--- config.mk ---
export PLATFORM = sky130hd
export DESIGN_NAME = der_scalar_tlv_encoder
export DESIGN_NICKNAME = d
export VERILOG_FILES = /design/src/rtl/dste_pkg.sv /design/src/rtl/der_scalar_tlv_encoder.sv
export SDC_FILE = /design/constraint.sdc
export NUM_CORES = 1
export LEC_CHECK = 0
export BUFFER_PORTS_ARGS = -buffer_cell sky130_fd_sc_hd__buf_4
export CELL_PAD_IN_SITES_DETAIL_PLACEMENT = 0
export CELL_PAD_IN_SITES_GLOBAL_PLACEMENT = 1
export CORE_MARGIN = 4
export CORE_UTILIZATION = 55
export DETAILED_ROUTE_END_ITERATION = 10
export HOLD_SLACK_MARGIN = 0.08
export PLACE_DENSITY_LB_ADDON = 0.1
export SYNTH_ARGS = -nofsm -noshare
export SYNTH_HDL_FRONTEND = slang
export SYNTH_SLANG_ARGS = --single-unit
--- constraint.sdc ---
create_clock -name aclk -period 11.4 [get_ports aclk]
set_input_delay 1.71 -clock aclk [delete_from_list [all_inputs] [get_ports aclk]]
set_output_delay 1.71 -clock aclk [all_outputs]
set_load 0.02 [all_outputs]
--- src/rtl/dste_pkg.sv ---
// ----------------------------------------------------------------------------
// dste_pkg
// types and constants for the der scalar tag-length-value encoder
// ----------------------------------------------------------------------------
package dste_pkg;

    // kind selector codes
    localparam logic [1:0] KIND_BOOLEAN    = 2'd0;
    localparam logic [1:0] KIND_SIGNED     = 2'd1;
    localparam logic [1:0] KIND_UNSIGNED   = 2'd2;
    localparam logic [1:0] KIND_ENUMERATED = 2'd3;

    // der universal tags
    localparam logic [7:0] TAG_BOOLEAN    = 8'h01;
    localparam logic [7:0] TAG_INTEGER    = 8'h02;
    localparam logic [7:0] TAG_ENUMERATED = 8'h0A;

    localparam logic [7:0] BYTE_ONES  = 8'hFF;
    localparam logic [7:0] BYTE_ZEROS = 8'h00;

    // tag + length + up to nine content bytes
    localparam int MAX_BYTES   = 11;
    localparam int MAX_CONTENT = 9;

    typedef struct packed {
        logic [1:0]  cmd;
        logic [63:0] value_bits;
        logic [7:0]  space_left;
    } dste_in_t;

    typedef struct packed {
        logic [7:0] out_byte;
        logic       last;
        logic       overflow;
    } dste_out_t;

endpackage

--- src/rtl/der_scalar_tlv_encoder.sv ---
// path: an accepted item passes the stage 1, stage 2, serialiser and output registers to m_data
// throughput: one result byte per cycle while m_ready does not stall the output; an encoding
// has 3 bytes for a boolean, 3 to 11 for integers and 1 on overflow, all sent by the
// single byte serialiser at the end of the pipeline
// reset: aresetn low at a clock edge empties every stage and the output register
// ----------------------------------------------------------------------------
// der_scalar_tlv_encoder
// pipelined der encoder for boolean, integer and enumerated scalars
// ----------------------------------------------------------------------------
module der_scalar_tlv_encoder (
    input  logic                aclk,
    input  logic                aresetn,
    input  logic                s_valid,
    output logic                s_ready,
    input  dste_pkg::dste_in_t  s_data,
    output logic                m_valid,
    input  logic                m_ready,
    output dste_pkg::dste_out_t m_data
);

    localparam int MAX_BYTES_L   = dste_pkg::MAX_BYTES;
    localparam int MAX_CONTENT_L = dste_pkg::MAX_CONTENT;

    // stage 1: sign and sign-folded value
    logic        s1_valid_reg, s1_valid_next;
    logic [1:0]  s1_kind_reg;
    logic [63:0] s1_value_reg, s1_value_next;
    logic [63:0] s1_w_reg, s1_w_next;
    logic        s1_neg_reg, s1_neg_next;
    logic [7:0]  s1_space_reg;

    // stage 2: content length
    logic        s2_valid_reg, s2_valid_next;
    logic [1:0]  s2_kind_reg;
    logic [63:0] s2_value_reg;
    logic        s2_neg_reg;
    logic [3:0]  s2_n_reg, s2_n_next;
    logic [7:0]  s2_space_reg;

    // stage 3: byte serialiser
    logic        ser_valid_reg, ser_valid_next;
    logic [7:0]  ser_buf_reg [MAX_BYTES_L];
    logic [7:0]  ser_buf_next [MAX_BYTES_L];
    logic [3:0]  ser_cnt_reg, ser_cnt_next;
    logic        ser_ovf_reg, ser_ovf_next;

    // output register
    logic                m_valid_reg, m_valid_next;
    dste_pkg::dste_out_t m_data_reg, m_data_next;

    logic out_load, ser_done, ser_take, s2_ready, s1_ready;

    logic [7:0]  ext_bytes [MAX_CONTENT_L];
    logic [7:0]  load_buf  [MAX_BYTES_L];
    logic [3:0]  load_total;
    logic        load_ovf;

    // handshake chain
    assign out_load = ser_valid_reg && (!m_valid_reg || m_ready);
    assign ser_done = out_load && (ser_cnt_reg == 4'd1);
    assign ser_take = !ser_valid_reg || ser_done;
    assign s2_ready = !s2_valid_reg || ser_take;
    assign s1_ready = !s1_valid_reg || s2_ready;
    assign s_ready  = s1_ready;

    assign m_valid = m_valid_reg;
    assign m_data  = m_data_reg;

    // stage 1
    always_comb begin
        logic [63:0] v;
        v = s_data.value_bits;
        s1_valid_next = s1_ready ? s_valid : s1_valid_reg;
        s1_neg_next   = 1'b0;
        case (s_data.cmd)
            dste_pkg::KIND_BOOLEAN: begin
                s1_value_next = {56'd0, (v != 64'd0) ? dste_pkg::BYTE_ONES
                                                     : dste_pkg::BYTE_ZEROS};
            end
            dste_pkg::KIND_SIGNED: begin
                s1_value_next = v;
                s1_neg_next   = v[63];
            end
            dste_pkg::KIND_ENUMERATED: begin
                s1_value_next = {32'd0, v[31:0]};
            end
            default: begin
                s1_value_next = v;
            end
        endcase
        s1_w_next = s1_neg_next ? ~s1_value_next : s1_value_next;
    end

    // stage 2: smallest n whose top content bit matches the sign, or one for a boolean
    always_comb begin
        s2_valid_next = s2_ready ? s1_valid_reg : s2_valid_reg;
        s2_n_next     = 4'(MAX_CONTENT_L);
        for (int k = MAX_CONTENT_L - 1; k >= 1; k--) begin
            if ((s1_w_reg >> (8 * k - 1)) == 64'd0) begin
                s2_n_next = 4'(k);
            end
        end
        if (s1_kind_reg == dste_pkg::KIND_BOOLEAN) begin
            s2_n_next = 4'd1;
        end
    end

    // stage 3 load image
    always_comb begin
        logic [71:0] ext;
        logic [3:0]  sel;
        ext = {s2_neg_reg ? dste_pkg::BYTE_ONES : dste_pkg::BYTE_ZEROS, s2_value_reg};
        for (int j = 0; j < MAX_CONTENT_L; j++) begin
            ext_bytes[j] = ext[8 * j +: 8];
        end
        for (int i = 0; i < MAX_BYTES_L; i++) begin
            load_buf[i] = 8'd0;
        end
        case (s2_kind_reg)
            dste_pkg::KIND_BOOLEAN:    load_buf[0] = dste_pkg::TAG_BOOLEAN;
            dste_pkg::KIND_ENUMERATED: load_buf[0] = dste_pkg::TAG_ENUMERATED;
            default:                   load_buf[0] = dste_pkg::TAG_INTEGER;
        endcase
        load_buf[1] = {4'd0, s2_n_reg};
        for (int i = 0; i < MAX_CONTENT_L; i++) begin
            sel = 4'(s2_n_reg - 4'(i) - 4'd1);
            if (4'(i) < s2_n_reg) begin
                load_buf[2 + i] = ext_bytes[sel];
            end
        end
        load_total = 4'(s2_n_reg + 4'd2);
        load_ovf   = {4'd0, load_total} > s2_space_reg;
        if (load_ovf) begin
            for (int i = 0; i < MAX_BYTES_L; i++) begin
                load_buf[i] = 8'd0;
            end
            load_total = 4'd1;
        end
    end

    // serialiser
    always_comb begin
        ser_valid_next = ser_valid_reg;
        ser_cnt_next   = ser_cnt_reg;
        ser_ovf_next   = ser_ovf_reg;
        for (int i = 0; i < MAX_BYTES_L; i++) begin
            ser_buf_next[i] = ser_buf_reg[i];
        end
        if (ser_take) begin
            ser_valid_next = s2_valid_reg;
            ser_cnt_next   = load_total;
            ser_ovf_next   = load_ovf;
            for (int i = 0; i < MAX_BYTES_L; i++) begin
                ser_buf_next[i] = load_buf[i];
            end
        end else if (out_load) begin
            ser_cnt_next = ser_cnt_reg - 4'd1;
            for (int i = 0; i < MAX_BYTES_L - 1; i++) begin
                ser_buf_next[i] = ser_buf_reg[i + 1];
            end
            ser_buf_next[MAX_BYTES_L - 1] = 8'd0;
        end
    end

    // output register
    always_comb begin
        m_valid_next = m_valid_reg;
        m_data_next  = m_data_reg;
        if (out_load) begin
            m_valid_next         = 1'b1;
            m_data_next.out_byte = ser_buf_reg[0];
            m_data_next.last     = (ser_cnt_reg == 4'd1);
            m_data_next.overflow = ser_ovf_reg;
        end else if (m_ready) begin
            m_valid_next = 1'b0;
        end
    end

    always_ff @(posedge aclk) begin
        if (!aresetn) begin
            s1_valid_reg  <= 1'b0;
            s2_valid_reg  <= 1'b0;
            ser_valid_reg <= 1'b0;
            ser_cnt_reg   <= 4'd0;
            m_valid_reg   <= 1'b0;
        end else begin
            s1_valid_reg  <= s1_valid_next;
            s2_valid_reg  <= s2_valid_next;
            ser_valid_reg <= ser_valid_next;
            ser_cnt_reg   <= ser_cnt_next;
            m_valid_reg   <= m_valid_next;
        end
    end

    always_ff @(posedge aclk) begin
        if (s1_ready) begin
            s1_kind_reg  <= s_data.cmd;
            s1_value_reg <= s1_value_next;
            s1_w_reg     <= s1_w_next;
            s1_neg_reg   <= s1_neg_next;
            s1_space_reg <= s_data.space_left;
        end
        if (s2_ready) begin
            s2_kind_reg  <= s1_kind_reg;
            s2_value_reg <= s1_value_reg;
            s2_neg_reg   <= s1_neg_reg;
            s2_n_reg     <= s2_n_next;
            s2_space_reg <= s1_space_reg;
        end
        ser_ovf_reg <= ser_ovf_next;
        for (int i = 0; i < MAX_BYTES_L; i++) begin
            ser_buf_reg[i] <= ser_buf_next[i];
        end
        m_data_reg <= m_data_next;
    end

    // a busy serialiser always has bytes left, never more than one encoding
    assert property (@(posedge aclk) disable iff (!aresetn)
        ser_valid_reg |-> (ser_cnt_reg != 4'd0) && (ser_cnt_reg <= 4'(MAX_BYTES_L)))
        else $error("serialiser byte count out of range");

    // an overflow item stands alone and carries a zero byte
    assert property (@(posedge aclk) disable iff (!aresetn)
        (m_valid_reg && m_data_reg.overflow)
            |-> (m_data_reg.last && m_data_reg.out_byte == 8'd0))
        else $error("overflow item malformed");

    // a stalled first stage keeps its item
    assert property (@(posedge aclk) disable iff (!aresetn)
        (s1_valid_reg && !s2_ready)
            |=> (s1_valid_reg && $stable(s1_value_reg) && $stable(s1_kind_reg)))
        else $error("stage one lost its item under stall");

    // the serialiser only reloads once the previous encoding has gone out
    assert property (@(posedge aclk) disable iff (!aresetn)
        (ser_valid_reg && out_load && ser_cnt_reg != 4'd1)
            |=> (ser_cnt_reg == $past(ser_cnt_reg) - 4'd1))
        else $error("serialiser reloaded mid encoding");

    // a content length byte is never zero nor beyond nine
    assert property (@(posedge aclk) disable iff (!aresetn)
        s2_valid_reg |-> (s2_n_reg != 4'd0 && s2_n_reg <= 4'(MAX_CONTENT_L)))
        else $error("content length out of range");

endmodule
After elaboration in Yosys (flattened, before gate mapping)
Memory sizes are Yosys's and may differ from the RTL's. Cells that the tools add are included.

$add $sub $neg: 18. Magnitude comparators: 19. Eq/ne operators: 4. Mux-type cells: 57. Bitwise gates (word level): 10. Reduce and logical (&&, ||, !) cells: 27.

Operator list (number): $logic_not A64 Y1 (8); $bmux W8 S4 (9); $mux W8 (29); $mux W88 (2); $pmux W64 S2 (1); $mux W84 (1); $mux W64 (1); $not A64 Y64 (1); $reduce_bool A64 Y1 (1); $ge A5 B5 Y1 const B (9); $not A4 Y5 (9); $sub A4 B1 Y4 const B (10); $lt A3 B4 Y1 const A (4); $sub A4 B3 Y4 const B (4); $mux W3 (4); $mux W4 (3); $gt A4 B8 Y1 (1); $lt A1 B4 Y1 const A (2); $lt A2 B4 Y1 const A (2); $pmux W4 S2 (1); $reduce_or A8 Y1 (1); $sub A4 B2 Y4 const B (2); $logic_not A2 Y1 (3); $add A4 B2 Y4 const B (1); other kinds (13) (26).

Register bits: 237. Bits in writable memories: 88. Output and inout bits: 12. Logic and storage cells: 157. Memories: 1.

Memories: ser_buf_reg (depth 11, bits a word 8, rd ports 11, clocked after memory_dff 0, write ports 11, line der_scalar_tlv_encoder.sv:42) `logic [7:0] ser_buf_reg [MAX_BYTES_L];`.

Logic depth before layout (Yosys ltp)
Depth after elaboration: 9. Gate-level depth with buffers: 13. Depth with buffers taken out: 9.

Least setup slack after synthesis
No wires, ideal clock.

Path kind: input -> output. From: in m_ready. To: out s_ready. Arrival time: 5.809 ns. Required time: 9.690 ns. Path slack: 3.881 ns. Cell stages on the path: 4. Path through: nand2b_1 a21oi_2 clkbuf_1 nand3_1.

Word-level cells in the longest chain between the ends: 6.

Ends and longest elaborated chain: from (decl) (line der_scalar_tlv_encoder.sv:17) `input logic m_ready,`; $logic_or A1 B1 Y1 (line der_scalar_tlv_encoder.sv:59) `assign out_load = ser_valid_reg && (!m_valid_reg || m_ready);`; $logic_and A1 B1 Y1 (line der_scalar_tlv_encoder.sv:59); $logic_and A1 B1 Y1 (line der_scalar_tlv_encoder.sv:60) `assign ser_done = out_load && (ser_cnt_reg == 4'd1);`; $logic_or A1 B1 Y1 (line der_scalar_tlv_encoder.sv:61) `assign ser_take = !ser_valid_reg || ser_done;`; $logic_or A1 B1 Y1 (line der_scalar_tlv_encoder.sv:62) `assign s2_ready = !s2_valid_reg || ser_take;`; $logic_or A1 B1 Y1 (line der_scalar_tlv_encoder.sv:63) `assign s1_ready = !s1_valid_reg || s2_ready;`; to (decl) (line der_scalar_tlv_encoder.sv:14) `output logic s_ready,`.

Every way passes these cells.

Worst setup path in the final report
Ends and elaborated chain as after synthesis.

==> run_results.csv <==
group,metric,value,unit
sta,finClkSkew,10.54,ps
die,core_area,28090,µm²
sta,slew_violations,0,
drt,drt_first_pass_iters,5,
power_and_ir_drop,irDropWorstVdd,0.08871,mV
drt,antenna_left,0,
worst_setup_path,rr_worst_depth,9,
finish,layout_commonest_cell,"edfxtp_1",
logic_synthesis,async_reset_ff_share,0,%
drt,drt-wirelength-per-cell,23.46,µm
place,gp_congestion,0.9276,
sta,hold_violations,0,
worst_setup_path,worst_setup_path_end_kind,"primary output",
worst_setup_path,path_delay_family,"buffers and inverters",
worst_setup_path,cp_slowest_stage_delay,530,ps
logic_synthesis,avgSynthCellArea,13.37,µm²
grt,antenna_found_initial,0,
finish,fin_nets,1355,
finish,num_antenna_cells,0,
finish,finalNonFillerCells,1658,
finish,final_cell_mix,"301 x edfxtp_1, 106 x buf_4, 96 x nand2_1, 93 x mux2i_1, 63 x xnor2_1",
die,die_y,177.7,µm
worst_setup_path,slowest_stage,"buf_4",
sta,rsz0062_at_grt,"false",
die,core.rowCount,61,
worst_setup_path,cp_cell_sequence,"buf_4 -> nand2b_1 -> a21oi_2 -> buf_4 -> nand3_4 -> buf_4 -> buf_4",
drt,drt_iter0_drc,1077,
sta,timing.final.crit_period,4943,ps
drt,vias,10190,
worst_setup_path,startpoint_type,"input pin",
drt,viasPerCell,6.148,
grt,globalRouteOverflowTotal,0,
die,die_x,177.7,µm
cts,cts_resized,0,
logic_synthesis,ys_types,71,
grt,grt_max_degree,87,
logic_synthesis,syn_inst,1184,
worst_setup_path,required,9690,ps
cts,tritoncts,"done",
cts,clkTransAtPathRegs,50,ps
worst_setup_path,crit_top_cell,"buf_4",
worst_setup_path,crit_arrival,3230,ps
power_and_ir_drop,power.density,182.8,nW/µm²
logic_synthesis,syn_area,15830,µm²
finish,drive_gt1_share,18.05,%
drt,route.detailed.drc,0,
cts,cts_sinks,318,
cts,numCtsBuffers,36,
worst_setup_path,reg2reg_slack,7070,ps
cts,postCtsSetupRepairBufs,0,
drt,drt_wl_total,38.90,mm
sta,tns,0,ps
cts,root_buffer,"clkbuf_16",
power_and_ir_drop,leakage,0.006975,µW
grt,track_usage,24.60,%
sta,finalCritPeriodShare,43.36,%
sta,tightest_slew,1128,ps
worst_setup_path,critPathBufInv,4,
worst_setup_path,rr_endpoint,"ser_buf_reg[10][5]",
hold_path,worstHoldStart,"s1_value_reg[27]",
place,dp.cells,1596,
run,drv_cap,0,
worst_setup_path,path_max_fanout,54,
finish,fill_cells,2201,
place,io_buffers,89,
run_status,status,"completed",
sta,finalSetupViolCount,0,
place,dpl.hpwl,27.96,mm
cts,hold_buffers,0,
logic_synthesis,synth_edf_count,301,
sta,fmax,202.3,MHz
grt,grt_pass1_vias,9679,
hold_path,min_to,"s2_value_reg[27]",
cts,cts_max_level,2,
sta,max-slew-margin-rel,24.79,%
finish,largest_reg_flops,88,
die,initial_core_util,56.37,%
finish,area_growth,13.18,%
logic_synthesis,syn_nets,1283,
hold_path,hold_class,"flip-flop to flip-flop",
cts,clock_latency,520,ps
cts,clockBufferDepth,3,
logic_synthesis,ys_warn_count,0,
grt,grt_pass1_wl,58.43,mm
die,die_area,31560,µm²
logic_synthesis,ys.flop_type,"edfxtp_1",
hold_path,hold_path_depth,0,
worst_setup_path,crit_type,"input pin to primary output",
logic_synthesis,ys_seq_area_share,59.24,%
logic_synthesis,synth_seq_cells,318,
worst_setup_path,reg2reg_from,"s2_n_reg[1]",
die,ioPinCount,90,
==> per-stage QoR <==
step           setup WS [ps]  hold WS [ps]  instance area [µm²]  utilization [%]  power (µW)
3_5_place_dp            6461         404.5                16840            59.97        2222
2_1_floorplan           3881         400.3                15830                -        2002
3_3_place_gp            6473         401.5                16840            59.97        2209
5_1_grt                 6331         422.1                17920            63.80        3400
4_1_cts                 6453         414.1                17920            63.80        3282
6_report                6457         413.3                17920            63.80        3276
==> worst max-delay path by stage <==
stage                 start       to  slack [ps]  depth (start not counted)
CTS                 m_ready  s_ready        6450                          7
global placement    m_ready  s_ready        6470                          7
detailed placement  m_ready  s_ready        6460                          7
global route        m_ready  s_ready        6330                          7
floorplan           m_ready  s_ready        3880                          4
finish              m_ready  s_ready        6460                          7
==> power by group <==
group | internal, µW | total (µW) | switching (µW)
logic | 277 | 664 | 387
registers | 1460 | 1550 | 86.2
clock network | 618 | 1060 | 445
total | 2360 | 3280 | 918
==> cells by family after synthesis <==
family | synth area share (%)
and+or+nand+nor | 10.44
buffers and inverters | 2.647
muxes | 11.78
xor gates and xnor gates | 3.951
AOI/OAI and AO/OA | 10.28
adders and majority gates | 1.660
DFF | 59.24
==> worst register-to-register path, delay by kind of cell, from the launching register on <==
family	cells	cell delay [ps]
AO/OA/AOI/OAI	2	390
adder cells (fa/ha/maj)	1	720
buffers and inverters	4	1720
flip-flops	1	320
AND/OR/NAND/NOR	2	1030
==> final cells by class <==
cell class | instances | area, µm² | area share [%]
sequential | 318 | 9379 | 52.34
multi-input combinational | 770 | 6106 | 34.07
clock buffer | 45 | 955.9 | 5.334
timing repair buffer | 106 | 795.8 | 4.441
tap | 378 | 473.0 | 2.639
clock inverter | 17 | 120.1 | 0.6703
inverter | 24 | 90.09 | 0.5027
==> synthesized netlist by cell type (21+ instances only) <==
| cell | number | area (µm²) |
|---|---|---|
| edfxtp_1 | 301 | 9039 |
| ha_1 | 21 | 262.8 |
| o21ai_0 | 34 | 170.2 |
| nor2_1 | 24 | 90.09 |
| a22o_1 | 49 | 429.2 |
| clkbuf_1 | 33 | 123.9 |
| nand3_1 | 60 | 300.3 |
| a21oi_1 | 44 | 220.2 |
| xnor2_1 | 65 | 569.3 |
| nor4_1 | 26 | 162.7 |
| nand2_1 | 99 | 371.6 |
| mux2i_1 | 93 | 930.9 |
| mux4_2 | 33 | 743.2 |
| inv_1 | 21 | 78.83 |
| and2_1 | 57 | 356.6 |
==> per-layer routing <==
metal | track usage [%] | vias to the layer above | wire length [µm]
met5 | 0 | - | 0
met4 | 6.832 | 0 | 998
met3 | 3.196 | 55 | 2376
met2 | 39.46 | 404 | 18380
met1 | 35.75 | 4989 | 17150
li1 | - | 4745 | -
Power figures use the tool's default switching activity.
